<file path="src/crcf_pkg.sv">
// Shared constants and types for the CRC-16 telemetry packet framer.
// No dependencies; compile this file first.
`default_nettype none

package crcf_pkg;

  // Frame layout: two sync bytes, eight payload bytes, two check bytes.
  localparam int unsigned FrameLen   = 12;
  localparam int unsigned PayloadLen = 8;
  localparam int unsigned PosWidth   = $clog2(FrameLen);

  typedef logic [PosWidth-1:0] pos_t;

  localparam pos_t POS_SYNC_A  = pos_t'(0);
  localparam pos_t POS_SYNC_B  = pos_t'(1);
  localparam pos_t POS_PAYLOAD = pos_t'(2);
  localparam pos_t POS_PAY_END = pos_t'(PayloadLen + 1);
  localparam pos_t POS_CRC_LO  = pos_t'(PayloadLen + 2);
  localparam pos_t POS_LAST    = pos_t'(FrameLen - 1);

  localparam logic [7:0] SYNC_A = 8'hAA;
  localparam logic [7:0] SYNC_B = 8'h55;

  // CRC-16/CCITT-FALSE: polynomial 0x1021, init 0xFFFF, no reflection.
  localparam logic [15:0] CRC_POLY = 16'h1021;
  localparam logic [15:0] CRC_INIT = 16'hFFFF;

  // One telemetry sample packed little-endian in send order.
  typedef logic [8*PayloadLen-1:0] payload_t;

endpackage

`default_nettype wire

</file>
<file path="src/crcf_if.sv">
// Valid/ready channel interfaces for the telemetry sample input and the
// frame byte output. Depends on nothing.
`default_nettype none

interface crcf_sample_if;
  logic               valid;
  logic               ready;
  logic        [31:0] time_ms;
  logic signed [15:0] drive_centi;
  logic signed [15:0] angle_centi;

  modport source (output valid, time_ms, drive_centi, angle_centi, input ready);
  modport sink   (input valid, time_ms, drive_centi, angle_centi, output ready);
endinterface

interface crcf_frame_if;
  logic       valid;
  logic       ready;
  logic [7:0] frame_byte;
  logic       frame_end;

  modport source (output valid, frame_byte, frame_end, input ready);
  modport sink   (input valid, frame_byte, frame_end, output ready);
endinterface

`default_nettype wire

</file>
<file path="src/crcf_crc_step.sv">
// One-byte update of the CRC-16/CCITT-FALSE remainder, MSB first.
// Depends on crcf_pkg for the polynomial.
`default_nettype none

module crcf_crc_step (
  input  wire logic [15:0] crc_i,
  input  wire logic [7:0]  data_i,
  output logic      [15:0] crc_o
);
  import crcf_pkg::*;

  // Fold the byte into the top of the remainder, then shift out eight bits.
  always_comb begin
    logic [15:0] acc;
    acc = crc_i ^ {data_i, 8'h00};
    for (int k = 0; k < 8; k++) begin
      if (acc[15]) begin
        acc = {acc[14:0], 1'b0} ^ CRC_POLY;
      end else begin
        acc = {acc[14:0], 1'b0};
      end
    end
    crc_o = acc;
  end

endmodule

`default_nettype wire

</file>
<file path="src/crc16_telemetry_packet_framer_core.sv">
// Top level of the CRC-16 telemetry packet framer.
// Depends on crcf_pkg, crcf_if.sv and crcf_crc_step.
//
// Usage:
//   smp_i takes one telemetry sample per transaction: a 32-bit timestamp in
//   milliseconds and two signed 16-bit values in hundredths. frm_o returns
//   the matching 12-byte frame, one byte per transaction: 0xAA, 0x55, the
//   timestamp, drive and angle little-endian, then the CRC-16/CCITT-FALSE
//   of those eight payload bytes, low byte first. frame_end marks the
//   twelfth byte.
//   The first byte of a frame passes from the sequencer into the output
//   register before it is offered. The sample rate is set by the byte-wide
//   output channel; the next sample is accepted in the cycle the last byte
//   of the current frame moves into the output register, so frames follow
//   each other with no gap. The CRC is built one byte per cycle, pausing while
//   the receiver stalls, as the payload bytes are sent.
//   Reset clears the sequencer and the output valid; no frame is pending.
//   When the receiver stalls, the output register holds its byte and the
//   sequencer waits; smp_i stays not ready until the frame can finish.
`default_nettype none

module crc16_telemetry_packet_framer_core (
  input  wire logic      clk_i,
  input  wire logic      rst_ni,
  crcf_sample_if.sink    smp_i,
  crcf_frame_if.source   frm_o
);
  import crcf_pkg::*;

  logic        busy_q, busy_d;
  pos_t        pos_q, pos_d;
  payload_t    payload_q;
  logic [15:0] crc_q, crc_d, crc_next;
  logic        out_valid_q, out_valid_d;
  logic [7:0]  out_byte_q;
  logic        out_end_q;

  logic        advance;
  logic        in_accept;
  logic [7:0]  cur_byte;
  logic [2:0]  pay_idx;

  // The sequencer moves on whenever the output register is free or drained.
  assign advance   = busy_q && (!out_valid_q || frm_o.ready);
  assign smp_i.ready = !busy_q || (advance && (pos_q == POS_LAST));
  assign in_accept = smp_i.valid && smp_i.ready;

  // Select the frame byte at the current position.
  assign pay_idx = 3'(pos_q - POS_PAYLOAD);
  always_comb begin
    case (pos_q)
      POS_SYNC_A: cur_byte = SYNC_A;
      POS_SYNC_B: cur_byte = SYNC_B;
      POS_CRC_LO: cur_byte = crc_q[7:0];
      POS_LAST:   cur_byte = crc_q[15:8];
      default:    cur_byte = payload_q[8*pay_idx +: 8];
    endcase
  end

  crcf_crc_step u_crc_step (
    .crc_i  (crc_q),
    .data_i (cur_byte),
    .crc_o  (crc_next)
  );

  // Sequencer and CRC accumulator next state.
  always_comb begin
    busy_d = busy_q;
    pos_d  = pos_q;
    crc_d  = crc_q;
    if (advance) begin
      if (pos_q == POS_LAST) begin
        busy_d = 1'b0;
        pos_d  = POS_SYNC_A;
      end else begin
        pos_d = pos_q + pos_t'(1);
      end
      if ((pos_q >= POS_PAYLOAD) && (pos_q <= POS_PAY_END)) begin
        crc_d = crc_next;
      end
    end
    if (in_accept) begin
      busy_d = 1'b1;
      pos_d  = POS_SYNC_A;
      crc_d  = CRC_INIT;
    end
  end

  // Output register valid: set by a byte from the sequencer, cleared when taken.
  always_comb begin
    if (advance) begin
      out_valid_d = 1'b1;
    end else if (frm_o.ready) begin
      out_valid_d = 1'b0;
    end else begin
      out_valid_d = out_valid_q;
    end
  end

  // Control registers.
  always_ff @(posedge clk_i or negedge rst_ni) begin
    if (!rst_ni) begin
      busy_q      <= 1'b0;
      pos_q       <= POS_SYNC_A;
      out_valid_q <= 1'b0;
    end else begin
      busy_q      <= busy_d;
      pos_q       <= pos_d;
      out_valid_q <= out_valid_d;
    end
  end

  // Payload registers: sample, CRC and output byte.
  always_ff @(posedge clk_i) begin
    crc_q <= crc_d;
    if (in_accept) begin
      payload_q <= {smp_i.angle_centi, smp_i.drive_centi, smp_i.time_ms};
    end
    if (advance) begin
      out_byte_q <= cur_byte;
      out_end_q  <= (pos_q == POS_LAST);
    end
  end

  assign frm_o.valid      = out_valid_q;
  assign frm_o.frame_byte = out_byte_q;
  assign frm_o.frame_end  = out_end_q;

`ifndef ASSERT_OFF
  // A sample is taken only when no frame is left unfinished.
  a_accept_idle: assert property (@(posedge clk_i) disable iff (!rst_ni)
    in_accept |-> (!busy_q || (advance && (pos_q == POS_LAST))))
    else $error("sample accepted in the middle of a frame");

  // Every accepted sample starts a frame at the first sync byte.
  a_accept_start: assert property (@(posedge clk_i) disable iff (!rst_ni)
    in_accept |=> (busy_q && (pos_q == POS_SYNC_A)))
    else $error("frame did not start after sample transaction");

  // The position never runs past the last byte and is at rest when idle.
  a_pos_range: assert property (@(posedge clk_i) disable iff (!rst_ni)
    (pos_q <= POS_LAST) && (busy_q || (pos_q == POS_SYNC_A)))
    else $error("byte position out of range");

  // Sending the last byte without a new sample leaves the sequencer idle.
  a_frame_done: assert property (@(posedge clk_i) disable iff (!rst_ni)
    (advance && (pos_q == POS_LAST) && !in_accept) |=> !busy_q)
    else $error("sequencer still busy after the last byte");
`endif

endmodule

`default_nettype wire

</file>
<file path="src/flat_wrapper.sv">
// flat-port wrapper written by rule: the top's interface ports become plain ports
module crc16_telemetry_packet_framer_core_flat import crcf_pkg::*;
  (clk_i, rst_ni, smp_i_valid, smp_i_time_ms, smp_i_drive_centi, smp_i_angle_centi, smp_i_ready, frm_o_valid, frm_o_frame_byte, frm_o_frame_end, frm_o_ready);
  crcf_sample_if smp_i_i ();
  crcf_frame_if frm_o_i ();
  input  wire logic clk_i;
  input  wire logic rst_ni;
  input wire logic [$bits(smp_i_i.valid)-1:0] smp_i_valid;
  input wire logic [$bits(smp_i_i.time_ms)-1:0] smp_i_time_ms;
  input wire logic [$bits(smp_i_i.drive_centi)-1:0] smp_i_drive_centi;
  input wire logic [$bits(smp_i_i.angle_centi)-1:0] smp_i_angle_centi;
  output wire logic [$bits(smp_i_i.ready)-1:0] smp_i_ready;
  output wire logic [$bits(frm_o_i.valid)-1:0] frm_o_valid;
  output wire logic [$bits(frm_o_i.frame_byte)-1:0] frm_o_frame_byte;
  output wire logic [$bits(frm_o_i.frame_end)-1:0] frm_o_frame_end;
  input wire logic [$bits(frm_o_i.ready)-1:0] frm_o_ready;
  assign smp_i_i.valid = smp_i_valid;
  assign smp_i_i.time_ms = smp_i_time_ms;
  assign smp_i_i.drive_centi = smp_i_drive_centi;
  assign smp_i_i.angle_centi = smp_i_angle_centi;
  assign smp_i_ready = smp_i_i.ready;
  assign frm_o_valid = frm_o_i.valid;
  assign frm_o_frame_byte = frm_o_i.frame_byte;
  assign frm_o_frame_end = frm_o_i.frame_end;
  assign frm_o_i.ready = frm_o_ready;
  crc16_telemetry_packet_framer_core u_core (.clk_i(clk_i), .rst_ni(rst_ni), .smp_i(smp_i_i), .frm_o(frm_o_i));
endmodule
</file>
<file path="config.mk">
export PLATFORM = sky130hd
export DESIGN_NAME = crc16_telemetry_packet_framer_core_flat
export DESIGN_NICKNAME = d
export VERILOG_FILES = /design/src/crcf_pkg.sv /design/src/crcf_if.sv /design/src/crcf_crc_step.sv /design/src/crc16_telemetry_packet_framer_core.sv /design/src/flat_wrapper.sv
export SDC_FILE = /design/constraint.sdc
export NUM_CORES = 1
export LEC_CHECK = 0
export BUFFER_PORTS_ARGS = -buffer_cell sky130_fd_sc_hd__buf_2
export CORE_MARGIN = 3
export CORE_UTILIZATION = 50
export DETAILED_ROUTE_END_ITERATION = 7
export GPL_ROUTABILITY_DRIVEN = 0
export HOLD_SLACK_MARGIN = 0.02
export PLACE_DENSITY = 0.77
export SYNTH_ARGS = -nofsm -noshare
export SYNTH_HDL_FRONTEND = slang
export SYNTH_SLANG_ARGS = --single-unit
</file>
<file path="constraint.sdc">
create_clock -name clk_i -period 3.8 [get_ports clk_i]
set_clock_uncertainty 0.15 [all_clocks]
set_input_delay 0.19 -clock clk_i [delete_from_list [all_inputs] [get_ports clk_i]]
set_output_delay 0.19 -clock clk_i [all_outputs]
set_load 0.01 [all_outputs]
</file>
==> metrics <==
largest fanout on the critical path=13; Antenna Cells=0; Post-DRT Antenna Nets=0; Hold Vio Cnt, Final=0; VDD IR-drop max=approximately 0.39 mV; most common cell in the netlist=edfxtp_1; Routed WL=approximately 11000 um; Switching Power=roughly 1.8 mW; initial drt markers=between 200 and 250; switching share of total power=40.8%; min Tclk post-route=approximately 3400 ps; worst hold path class=in2async; clock transition at the registers of the reported paths=about 100 ps; sequential cell area=approximately 0.0027 mm2; Flop pwr share=about a third; post-DP HPWL=~6600 um; Worst Max-Slew Pin Slew=roughly 570 ps; via count=about 3400; first-pass GRT wire length=between 15000 and 20000 um; Pleak=~2.3 nW; top cells by area, synth=edfxtp_1, dfxtp_1, mux2i_1; clk sinks=between 90 and 100; cts-stage hold buffer count=between 60 and 70; first-pass iteration count of the detailed router=5; CP Class=reg2reg; post-cts resize count=0; residual DRC count=0; TritonCTS buffer count=9; Root Buffer=clkbuf_8; Ports=79; Final Max Slew Viols=0; Cell Area, Synth=between 0.004 and 0.005 mm2; clock buffer depth=2; Mapped Nets=roughly 420; most frequently used flop master after synthesis=edfxtp_1; Core ar.=between 0.008 and 0.009 mm2; design area=0.00590 mm2; unrepaired setup endpoints after global routing=false; final-stage net count=568; footprint of the multi-input gates=between 0.0015 and 0.002 mm2; Synth-to-Final Area Change=30.4%; Vias/cell=between 5 and 6; clock network power share=15.6%; top cell type's share of synthesized area=slightly below 50%; FP Rows=34; mean cell area of the mapped netlist=12.9 um2; max-cap viol count=0; GR Overflow Total=0; clk_lat worst skew=370 ps; Die Y=101 um; H-tree Lvls=3; Pwr Total=around 4.5 mW; Fmax=0.296 GHz; CTS tree=built; internal power=between 2 and 3 mW; fraction of layout cells with a size suffix above 1=roughly a quarter; total track usage=between 20% and 30%; endpoints failing setup=0; WP data required=3920 ps; wire per inst=18.1 um; Max transition margin=roughly 62%; critical path endpoint category=flip-flop; Starting Density=approximately half; Synth Instances=350; vias in the first global route=around 3400; Die ar.=approximately 0.010 mm2; status=finished clean; Period Utilization, post-route=89.0%; DP Area=roughly 0.005 mm2; largest net degree at the start of global routing=52; # port buffers=78; Netlist cell types=just over 60; WP data arrival=3510 ps; Seq/Total Area, Yosys=between 50% and 60%; EDFF count, synth=73; Synth Warn #=0; Pwr per Cell Area=766 mW/mm2; ys async rst share=roughly 6.3%; Comb power frac=just over 50%; Synth area leader=edfxtp_1; synthesized flop and latch total=95; initial antenna violation count=0; Synth top cells by count=edfxtp_1, nand2_1, nand3_1; TNS Setup=0 ps; Post-CTS Setup Inserts=0; startpoint types=flip-flop; fillers=around 600; Die W=101 um
area by class of cell:
type                            count  area share (%)
Sequential cell                    95            45.2
Tap cell                          108            2.29
Timing Repair Buffer              153            19.2
Clock inverter                      7            1.49
Multi-Input combinational cell    225            29.0
Inverter                           11           0.721
Clock buffer                        9            2.10
sequential cells by signal, indices dropped and copies added (netlist names):
signal,flops
u_core.payload_q,64
u_core.crc_q,16
u_core.frm_o.frame_byte,8
u_core.pos_q,4
u_core.busy_q,1
u_core.frm_o.frame_end,1
u_core.frm_o.valid,1
through the flow:
stage / std cells / hold slack, ps / utilization (%) / setup WS, ps
after CTS: 608 / 32.5 / 67.3 / 527
after global routing: 608 / 30.3 / 67.3 / 110
after floorplan: 350 / -256 / - / 757
after detailed placement: 525 / -125 / 57.2 / 544
after global placement: 525 / -129 / 57.2 / 731
final: 608 / 25.7 / 67.3 / 416
cell families after synthesis:
| group | Yosys count | synth area share, % |
|---|---|---|
| compound gates | 76 | 14.1 |
| xor+xnor | 7 | 1.36 |
| fa+ha+maj | 5 | 1.38 |
| buf+inv | 30 | 3.29 |
| flops | 95 | 58.9 |
| mux | 27 | 8.22 |
| simple gates | 110 | 12.8 |
final timing paths:
| check | depth (start not counted) | endpoint | startpoint | slack, ps |
|---|---|---|---|---|
| max | 8 | u_core.crc_q[6] | u_core.pos_q[1] | 420 |
| min | 2 | u_core.pos_q[2] | rst_ni | 30 |
| max reg2reg | 8 | u_core.crc_q[6] | u_core.pos_q[1] | 420 |
| min reg2reg | 1 | u_core.frm_o.valid | u_core.busy_q | 340 |
| max in group asynchronous | 2 | u_core.pos_q[1] | rst_ni | 3310 |
| min in group clk_i | 1 | u_core.frm_o.valid | u_core.busy_q | 340 |
critical path, cell delays in order, from the launching register on:
cell      delay (ps)
dfrtp_1          670
ha_1             460
nor2_1            80
a211o_1          530
a31oi_1          390
o22ai_1          170
a311oi_1         410
a31oi_1          170
o311ai_2         250
cells in the final DEF, fill, tap and decap left out, types with 9 or more instances in the layout:
master	synthesis	layout
dlygate4sd3_1	0	67
nand2_1	34	34
nand2b_1	12	12
buf_2	5	78
nor2_1	9	9
dfxtp_1	16	16
inv_1	10	10
clkbuf_8	0	9
mux2i_1	18	18
nand3_1	21	21
edfxtp_1	73	73
a21oi_1	13	13
power groups by stage:
stage               logic (mW)  clock network [mW]  registers, mW
finish                    2.29               0.705           1.52
global route              2.52               0.755           1.54
CTS                       2.26               0.710           1.51
detailed placement        2.19                   0           1.53
global placement          2.12                   0           1.53
floorplan                 1.82                   0           1.48
routing by layer:
metal	vias to the layer above	GRT usage, %	part of all wire (%)
met5	-	0	0
met4	0	9.20	3.6
met3	27	5.88	6.1
met2	141	37.7	51
met1	1576	28.5	40
li1	1643	-	-
Power figures use the tool's default switching activity.
